[config.mk]
export PLATFORM = sky130hd
export DESIGN_NAME = running_sum_box_blur_row
export DESIGN_NICKNAME = d
export VERILOG_FILES = /design/src/hw/rtl/rsbb_pkg.sv /design/src/hw/rtl/rsbb_cell.sv /design/src/hw/rtl/rsbb_scale.sv /design/src/hw/rtl/running_sum_box_blur_row.sv
export SDC_FILE = /design/constraint.sdc
export NUM_CORES = 2
export LEC_CHECK = 0
export ABC_AREA = 1
export BUFFER_PORTS_ARGS = -buffer_cell sky130_fd_sc_hd__clkbuf_2
export CAP_MARGIN = 30
export CORE_AREA = 10 10 641 643
export DETAILED_ROUTE_END_ITERATION = 8
export DIE_AREA = 0 0 651 653
export SKIP_LAST_GASP = 1
export SLEW_MARGIN = 20
export SYNTH_ARGS = -nofsm -noshare
export SYNTH_HDL_FRONTEND = slang
export SYNTH_SLANG_ARGS = --single-unit
[constraint.sdc]
create_clock -name i_clk -period 48.7 [get_ports i_clk]
set_input_delay 2.435 -clock i_clk [delete_from_list [all_inputs] [get_ports i_clk]]
set_output_delay 2.435 -clock i_clk [all_outputs]
set_load 0.03 [all_outputs]
[src/hw/rtl/rsbb_pkg.sv]
package rsbb_pkg;

    localparam int CHAN_W             = 8;
    localparam int RADIUS_W           = 5;
    localparam int MAX_RADIUS_DEF     = 31;
    localparam int MAX_ROW_PIXELS_DEF = 4096;

    localparam logic [RADIUS_W-1:0] RADIUS_RESET = RADIUS_W'(1);

    typedef struct packed {
        logic [CHAN_W-1:0] blue;
        logic [CHAN_W-1:0] green;
        logic [CHAN_W-1:0] red;
    } t_rgb;

    typedef struct packed {
        logic [CHAN_W-1:0] red_in;
        logic [CHAN_W-1:0] green_in;
        logic [CHAN_W-1:0] blue_in;
        logic              row_end;
    } t_pix_in;

    typedef struct packed {
        logic [CHAN_W-1:0] red_out;
        logic [CHAN_W-1:0] green_out;
        logic [CHAN_W-1:0] blue_out;
        logic              row_last;
        logic              run_last;
    } t_pix_out;

    typedef struct packed {
        logic row_last;
        logic run_last;
    } t_flags;

    typedef struct packed {
        logic step;
        logic fill;
    } t_cell_ctrl;

    // Bits of a window sum: up to 255 times the widest window.
    function automatic int sum_width(input int max_radius);
        return $clog2(255 * (2 * max_radius + 1) + 1);
    endfunction

    // Radius index width.
    function automatic int radius_width(input int max_radius);
        return $clog2(max_radius + 1);
    endfunction

    // Fraction bits of the reciprocal: exact floor for every sum of any window.
    function automatic int recip_shift(input int max_radius);
        return sum_width(max_radius) + radius_width(max_radius) + 1;
    endfunction

endpackage

[src/hw/rtl/rsbb_cell.sv]
module rsbb_cell (
    input  logic                i_clk,
    input  rsbb_pkg::t_cell_ctrl i_ctrl,
    input  logic                i_entry,
    input  rsbb_pkg::t_rgb      i_pix,
    input  rsbb_pkg::t_rgb      i_left,
    output rsbb_pkg::t_rgb      o_pix
);
    import rsbb_pkg::*;

    t_rgb r_pix;

    // Load the new pixel at the entry point or on a row fill, else take the neighbor.
    always_ff @(posedge i_clk) begin
        if (i_ctrl.step) begin
            if (i_ctrl.fill || i_entry) begin
                r_pix <= i_pix;
            end else begin
                r_pix <= i_left;
            end
        end
    end

    assign o_pix = r_pix;

endmodule

[src/hw/rtl/rsbb_scale.sv]
module rsbb_scale #(
    parameter int MAX_RADIUS = rsbb_pkg::MAX_RADIUS_DEF
) (
    input  logic                                         i_clk,
    input  logic                                         i_rst_n,
    input  logic                                         i_valid,
    input  logic [rsbb_pkg::sum_width(MAX_RADIUS)-1:0]   i_sum_r,
    input  logic [rsbb_pkg::sum_width(MAX_RADIUS)-1:0]   i_sum_g,
    input  logic [rsbb_pkg::sum_width(MAX_RADIUS)-1:0]   i_sum_b,
    input  logic [rsbb_pkg::recip_shift(MAX_RADIUS):0]   i_recip,
    input  rsbb_pkg::t_flags                             i_flags,
    output logic                                         o_ready,
    output logic                                         o_valid,
    output rsbb_pkg::t_pix_out                           o_data,
    input  logic                                         i_stall
);
    import rsbb_pkg::*;

    localparam int SUM_W  = sum_width(MAX_RADIUS);
    localparam int SHIFT  = recip_shift(MAX_RADIUS);
    localparam int RCW    = SHIFT + 1;
    localparam int PROD_W = SUM_W + RCW;

    logic              r_v2;
    logic [PROD_W-1:0] r_prod_r, r_prod_g, r_prod_b;
    t_flags            r_flags2;
    logic              r_ov;
    t_pix_out          r_out;
    logic              w_out_ready;

    assign w_out_ready = !r_ov || !i_stall;
    assign o_ready     = !r_v2 || w_out_ready;

    always_ff @(posedge i_clk) begin
        if (!i_rst_n) begin
            r_v2 <= 1'b0;
            r_ov <= 1'b0;
        end else begin
            if (o_ready) begin
                r_v2 <= i_valid;
            end
            if (w_out_ready) begin
                r_ov <= r_v2;
            end
        end
    end

    // Multiply by the rounded-up reciprocal of the window length.
    always_ff @(posedge i_clk) begin
        if (o_ready && i_valid) begin
            r_prod_r <= PROD_W'(i_sum_r) * PROD_W'(i_recip);
            r_prod_g <= PROD_W'(i_sum_g) * PROD_W'(i_recip);
            r_prod_b <= PROD_W'(i_sum_b) * PROD_W'(i_recip);
            r_flags2 <= i_flags;
        end
        if (w_out_ready && r_v2) begin
            r_out.red_out   <= r_prod_r[SHIFT +: CHAN_W];
            r_out.green_out <= r_prod_g[SHIFT +: CHAN_W];
            r_out.blue_out  <= r_prod_b[SHIFT +: CHAN_W];
            r_out.row_last  <= r_flags2.row_last;
            r_out.run_last  <= r_flags2.run_last;
        end
    end

    assign o_valid = r_ov;
    assign o_data  = r_out;

endmodule

[src/hw/rtl/running_sum_box_blur_row.sv]
// Horizontal box blur of one image row with clamp-to-edge at both ends.
// Input channel (i_valid / o_stall, payload i_data): one RGB pixel per item,
//   row_end set on the last pixel of a row. Output channel (o_valid / i_stall,
//   payload o_data): one averaged pixel per item, row_last on the final pixel
//   of a row, run_last on the last item caused by a given input item.
// Configuration: i_cfg_we writes i_cfg_wdata into the radius register. The
//   radius is sampled at the first pixel of each row and saturated to
//   MAX_RADIUS; the window is 2*radius+1 pixels.
// Throughput: one pixel per cycle inside a row while the receiver does not stall.
//   The row-end pixel is followed by radius flush steps that feed the last pixel
//   again, during which o_stall stays high.
// Pipeline: an output passes the window step, the reciprocal multiply and the
//   output register, each registered. Output k of a row appears once input
//   k+radius has been taken.
// The window is a chain of pixel cells; the running sums add the entering
//   pixel and drop the one leaving the chain's far end.
// Reset: radius returns to 1, the pipeline empties, the next pixel starts a
//   row. No clearing pass is needed: the first pixel fills every cell.
// Receiver stall: each stage holds its item and stalls the one before; the
//   input is stalled only once the window stage itself cannot advance.
module running_sum_box_blur_row #(
    parameter int MAX_RADIUS     = rsbb_pkg::MAX_RADIUS_DEF,
    parameter int MAX_ROW_PIXELS = rsbb_pkg::MAX_ROW_PIXELS_DEF
) (
    input  logic                            i_clk,
    input  logic                            i_rst_n,
    input  logic                            i_cfg_we,
    input  logic [rsbb_pkg::RADIUS_W-1:0]   i_cfg_wdata,
    input  logic                            i_valid,
    input  rsbb_pkg::t_pix_in               i_data,
    output logic                            o_stall,
    output logic                            o_valid,
    output rsbb_pkg::t_pix_out              o_data,
    input  logic                            i_stall
);
    import rsbb_pkg::*;

    localparam int DEPTH = 2 * MAX_RADIUS + 1;
    localparam int SUM_W = sum_width(MAX_RADIUS);
    localparam int RW    = radius_width(MAX_RADIUS);
    localparam int LW    = RW + 1;
    localparam int SHIFT = recip_shift(MAX_RADIUS);
    localparam int RCW   = SHIFT + 1;
    localparam int PW    = $clog2(MAX_ROW_PIXELS);

    localparam logic [PW-1:0] LAST_POS = PW'(MAX_ROW_PIXELS - 1);

    // Control state
    logic [RADIUS_W-1:0] r_radius;
    logic [RW-1:0]       r_row_radius;
    logic [RW-1:0]       r_lead;
    logic [RW-1:0]       r_flush_cnt;
    logic [PW-1:0]       r_pos;
    logic                r_e1;

    // Window stage payload
    t_rgb                r_last_pix;
    logic [SUM_W-1:0]    r_sum_r, r_sum_g, r_sum_b;
    logic [RCW-1:0]      r_recip1;
    t_flags              r_flags1;

    logic [SUM_W-1:0]    n_sum_r, n_sum_g, n_sum_b;
    logic [RW-1:0]       n_lead;

    logic                w_s2_ready;
    logic                w_step_ok;
    logic                w_flushing;
    logic                w_accept;
    logic                w_fstep;
    logic                w_step;
    logic                w_first;
    logic                w_end;
    logic                w_emit;
    logic [RW-1:0]       w_radius_sat;
    logic [RW-1:0]       w_r;
    logic [RW-1:0]       w_lead_cur;
    logic [LW-1:0]       w_len;
    t_rgb                w_pix;
    t_rgb                w_tap;
    t_flags              w_flags;
    t_cell_ctrl          w_ctrl;
    logic [RCW-1:0]      w_recip_tab [0:MAX_RADIUS];
    t_rgb                w_cells [0:DEPTH-1];

    // Reciprocal table: ceil(2^SHIFT / (2g+1)) for each radius g.
    for (genvar g = 0; g <= MAX_RADIUS; g++) begin : g_recip
        localparam longint unsigned RECIP =
            ((64'd1 << SHIFT) + 64'(2 * g)) / 64'(2 * g + 1);
        assign w_recip_tab[g] = RCW'(RECIP);
    end

    assign w_radius_sat = (int'(r_radius) > MAX_RADIUS) ? RW'(MAX_RADIUS) : RW'(r_radius);

    // Handshake: the window stage steps when its output slot is free or drains.
    assign w_step_ok  = !r_e1 || w_s2_ready;
    assign w_flushing = (r_flush_cnt != '0);
    assign o_stall    = w_flushing || !w_step_ok;
    assign w_accept   = i_valid && !o_stall;
    assign w_fstep    = w_flushing && w_step_ok;
    assign w_step     = w_accept || w_fstep;

    assign w_first = w_accept && (r_pos == '0);
    assign w_end   = i_data.row_end || (r_pos == LAST_POS);
    assign w_r     = w_first ? w_radius_sat : r_row_radius;
    assign w_len   = {w_r, 1'b1};

    // Flush steps replay the last pixel of the row.
    always_comb begin
        if (w_accept) begin
            w_pix.red   = i_data.red_in;
            w_pix.green = i_data.green_in;
            w_pix.blue  = i_data.blue_in;
        end else begin
            w_pix = r_last_pix;
        end
    end

    // Output k is due once padded position k+radius is in the window.
    assign w_lead_cur = w_first ? w_radius_sat : r_lead;
    assign w_emit     = (w_lead_cur == '0);
    assign n_lead     = w_emit ? '0 : w_lead_cur - RW'(1);

    assign w_flags.row_last = (w_fstep && (r_flush_cnt == RW'(1)))
                            || (w_accept && w_end && (w_r == '0));
    assign w_flags.run_last = w_flags.row_last || (w_accept && !w_end);

    // Running sums: first pixel fills the whole window, later steps slide it.
    always_comb begin
        if (w_first) begin
            n_sum_r = SUM_W'(w_len) * SUM_W'(w_pix.red);
            n_sum_g = SUM_W'(w_len) * SUM_W'(w_pix.green);
            n_sum_b = SUM_W'(w_len) * SUM_W'(w_pix.blue);
        end else begin
            n_sum_r = r_sum_r + SUM_W'(w_pix.red)   - SUM_W'(w_tap.red);
            n_sum_g = r_sum_g + SUM_W'(w_pix.green) - SUM_W'(w_tap.green);
            n_sum_b = r_sum_b + SUM_W'(w_pix.blue)  - SUM_W'(w_tap.blue);
        end
    end

    // Chain of window cells; a pixel enters 2*radius+1 cells from the far end.
    assign w_ctrl.step = w_step;
    assign w_ctrl.fill = w_first;

    for (genvar i = 0; i < DEPTH; i++) begin : g_cell
        localparam bit EVEN = ((DEPTH - 1 - i) % 2) == 0;
        localparam int ERAD = (DEPTH - 1 - i) / 2;
        logic w_entry;
        t_rgb w_left;

        assign w_entry = EVEN && (r_row_radius == RW'(ERAD));

        if (i == 0) begin : g_head
            assign w_left = w_pix;
        end else begin : g_body
            assign w_left = w_cells[i-1];
        end

        rsbb_cell u_cell (
            .i_clk   (i_clk),
            .i_ctrl  (w_ctrl),
            .i_entry (w_entry),
            .i_pix   (w_pix),
            .i_left  (w_left),
            .o_pix   (w_cells[i])
        );
    end

    assign w_tap = w_cells[DEPTH-1];

    always_ff @(posedge i_clk) begin
        if (!i_rst_n) begin
            r_radius     <= RADIUS_RESET;
            r_row_radius <= '0;
            r_lead       <= '0;
            r_flush_cnt  <= '0;
            r_pos        <= '0;
            r_e1         <= 1'b0;
        end else begin
            if (i_cfg_we) begin
                r_radius <= i_cfg_wdata;
            end
            if (w_first) begin
                r_row_radius <= w_radius_sat;
            end
            if (w_step) begin
                r_lead <= n_lead;
                r_e1   <= w_emit;
            end else if (w_s2_ready) begin
                r_e1 <= 1'b0;
            end
            if (w_accept) begin
                // Close the row on its flag or at the row length limit.
                if (w_end) begin
                    r_pos       <= '0;
                    r_flush_cnt <= w_r;
                end else begin
                    r_pos <= r_pos + PW'(1);
                end
            end else if (w_fstep) begin
                r_flush_cnt <= r_flush_cnt - RW'(1);
            end
        end
    end

    always_ff @(posedge i_clk) begin
        if (w_accept) begin
            r_last_pix <= w_pix;
        end
        if (w_step) begin
            r_sum_r  <= n_sum_r;
            r_sum_g  <= n_sum_g;
            r_sum_b  <= n_sum_b;
            r_recip1 <= w_recip_tab[w_r];
            r_flags1 <= w_flags;
        end
    end

    rsbb_scale #(
        .MAX_RADIUS (MAX_RADIUS)
    ) u_scale (
        .i_clk   (i_clk),
        .i_rst_n (i_rst_n),
        .i_valid (r_e1),
        .i_sum_r (r_sum_r),
        .i_sum_g (r_sum_g),
        .i_sum_b (r_sum_b),
        .i_recip (r_recip1),
        .i_flags (r_flags1),
        .o_ready (w_s2_ready),
        .o_valid (o_valid),
        .o_data  (o_data),
        .i_stall (i_stall)
    );

endmodule

==> impl_metrics.yaml <==
sta:
  finalCritPeriodShare: 0.158
  setup_viol: 0
  setup_ws_ps: 40990
  final_max_slew_viol_count: 0
  min_period_ps: 7710
  relSlewSlack: 0.248
  finalSetupTns_ps: 0
  worstMarginPinSlew_ps: 1130
  rsz0062_at_grt: "no"
  skew_ps: 113
  fmax_ghz: 0.130
  hold_viol_final: 0
setup_path:
  crit_type: "primary input to flip-flop"
  worstPathRequired_ps: 49330
  crit_arrival_ps: 8340
  cp_max_fo: 58
  start_kind: "primary input"
  end_kind: "flip-flop"
place:
  pre_cts_slack_ps: 40080
  hpwl_mm: 157
  place_congestion: 0.856
  port_buffers: 62
synth:
  synth_area_mm2: 0.0992
  async_reset_ff_frac: 0
  syn_area_per_cell_um2: 9.96
  yosys_warnings: 0
  synthCells: 9961
  synth_seq_cells: 1687
  ys_seq_area_frac: 0.507
  ys_types: 56
  synth_edf_count: 1652
  synth-main-ff-cell: "edfxtp_1"
  syn_nets: 11015
global_route:
  antenna_found_initial: 1
  grt_max_degree: 189
  overflow: 0
  grt_pass1_vias: 66349
  grt_usage: 0.119
  grt_pass1_wl_mm: 401
route:
  wl_per_cell_um: 17.0
  drc: 0
  drtIter0Drc: 6729
  num_vias: 67044
  wl_mm: 257
  drtAntennaViolNets: 0
  firstDrtPassIters: 5
  via_per_inst: 4.42
clock_network:
  clock_path_buffers: 4
  ctsResizeCount: 0
  clkSinkCount: 1687
  clkLatencyLatePin_ps: 890
  ctsHoldBuffers: 0
  tritoncts: "built"
  cts-buffers-inserted: 182
  cts_setup_buffers: 0
  cts_root_buffer: "clkbuf_16"
  clk_pin_slew_worst_paths_ps: 60
  htreeDepth: 4
floorplanning:
  core_area_mm2: 0.398
  die_area_mm2: 0.425
  fp-row-count: 232
  start_util: 0.249
  ioPinCount: 63
  dieWidth_um: 651
  die_h_um: 653
finish:
  final_nets: 10807
  final_common_cell: "nand2_1"
  final_cell_mix: "nand2_1, edfxtp_1, inv_1"
  area_growth_pct: 11.4
  layout-drive-gt1-share: 0.0623
worst_hold_path:
  hold_class: "flip-flop to flip-flop"
job:
  drv_cap: 0
run_status:
  status: "completed"
-- worst max-delay path: stages --
cell,delay [ps]
clkbuf_2,110
nand2_1,80
nor2_2,120
nand2_2,120
nand3_4,260
buf_4,700
inv_2,40
buf_4,340
or2_2,390
o21ai_4,60
buf_4,420
inv_2,190
nand2_1,130
fa_1,450
fa_1,540
inv_1,50
fa_1,430
ha_1,370
a21oi_1,240
o21ai_0,130
a21oi_1,210
nor2_1,60
o21ai_0,140
nand2_1,100
nor2_1,110
o22ai_1,80
-- kinds of logic after synthesis --
logic type,synth area share
and+or+nand+nor,0.155
AOI/OAI and AO/OA,0.0641
buffers and inverters,0.0829
adders and majority gates,0.181
xor gates and xnor gates,0.00927
DFF,0.507
-- layout make-up --
type / count / area (um^2)
Fill cell: 41556 / 287000
Sequential cell: 1687 / 50300
Multi-Input combinational cell: 6273 / 40800
Tap cell: 5265 / 6590
Inverter: 1401 / 5280
Clock buffer: 230 / 4870
Timing Repair Buffer: 208 / 1820
Clock inverter: 90 / 808
Antenna cell: 3 / 7.51
-- metal layers --
layer | routed length (um) | global-route usage
met1 | 118000 | 0.169
met2 | 116000 | 0.188
met3 | 16500 | 0.0168
met4 | 6530 | 0.0311
met5 | 0 | 0
-- synthesized netlist by cell type, types with 30 or more instances --
master,instances,area [um^2]
edfxtp_1,1652,49600
buf_1,33,124
fa_1,693,13900
a31oi_1,30,188
nand2_1,2784,10500
nand3_1,85,425
xnor2_1,37,324
inv_1,1372,5150
nor2_1,991,3720
buf_2,203,1020
buf_4,105,788
xor2_1,68,596
o21ai_0,135,676
clkbuf_1,251,942
a21oi_1,891,4460
dfxtp_1,35,701
ha_1,326,4080
-- state kept, by name, indices dropped and copies added (netlist names), 2 cells and up --
signal               flops
r_radius                 5
r_sum_g                 14
r_sum_b                 14
u_scale.o_data          26
g_cell.u_cell.o_pix   1512
r_flags1                 2
r_recip1                20
r_flush_cnt              5
u_scale.r_prod_r         8
r_sum_r                 14
u_scale.r_prod_b         8
r_pos                   12
r_lead                   5
r_row_radius             5
r_last_pix              24
u_scale.r_flags2         2
u_scale.r_prod_g         8
-- worst paths after layout --
check                            startpoint                          end  slack (ps)  cells past startpoint
max                                 i_stall        r_sum_r[10]$_DFFE_PN_       40990                     26
min          u_scale.r_prod_b[22]$_DFFE_PP_  u_scale.o_data[4]$_DFFE_PP_         420                      0
max reg2reg     r_flush_cnt[0]$_SDFFE_PN0P_        r_sum_r[10]$_DFFE_PN_       42110                     26
min reg2reg  u_scale.r_prod_b[22]$_DFFE_PP_  u_scale.o_data[4]$_DFFE_PP_         420                      0
-- stage by stage --
step | instance area (um^2) | utilization | hold WS (ps) | instances
floorplan | 99200 | - | 400 | 9961
global placement | 104000 | 0.262 | 402 | 14807
detailed placement | 105000 | 0.263 | 405 | 14829
CTS | 110000 | 0.277 | 416 | 15149
global route | 111000 | 0.278 | 430 | 15156
finish | 111000 | 0.278 | 415 | 15157
Power is not shown: default switching activity piles up to over one toggle a cycle in this logic, so the estimate is an artifact.
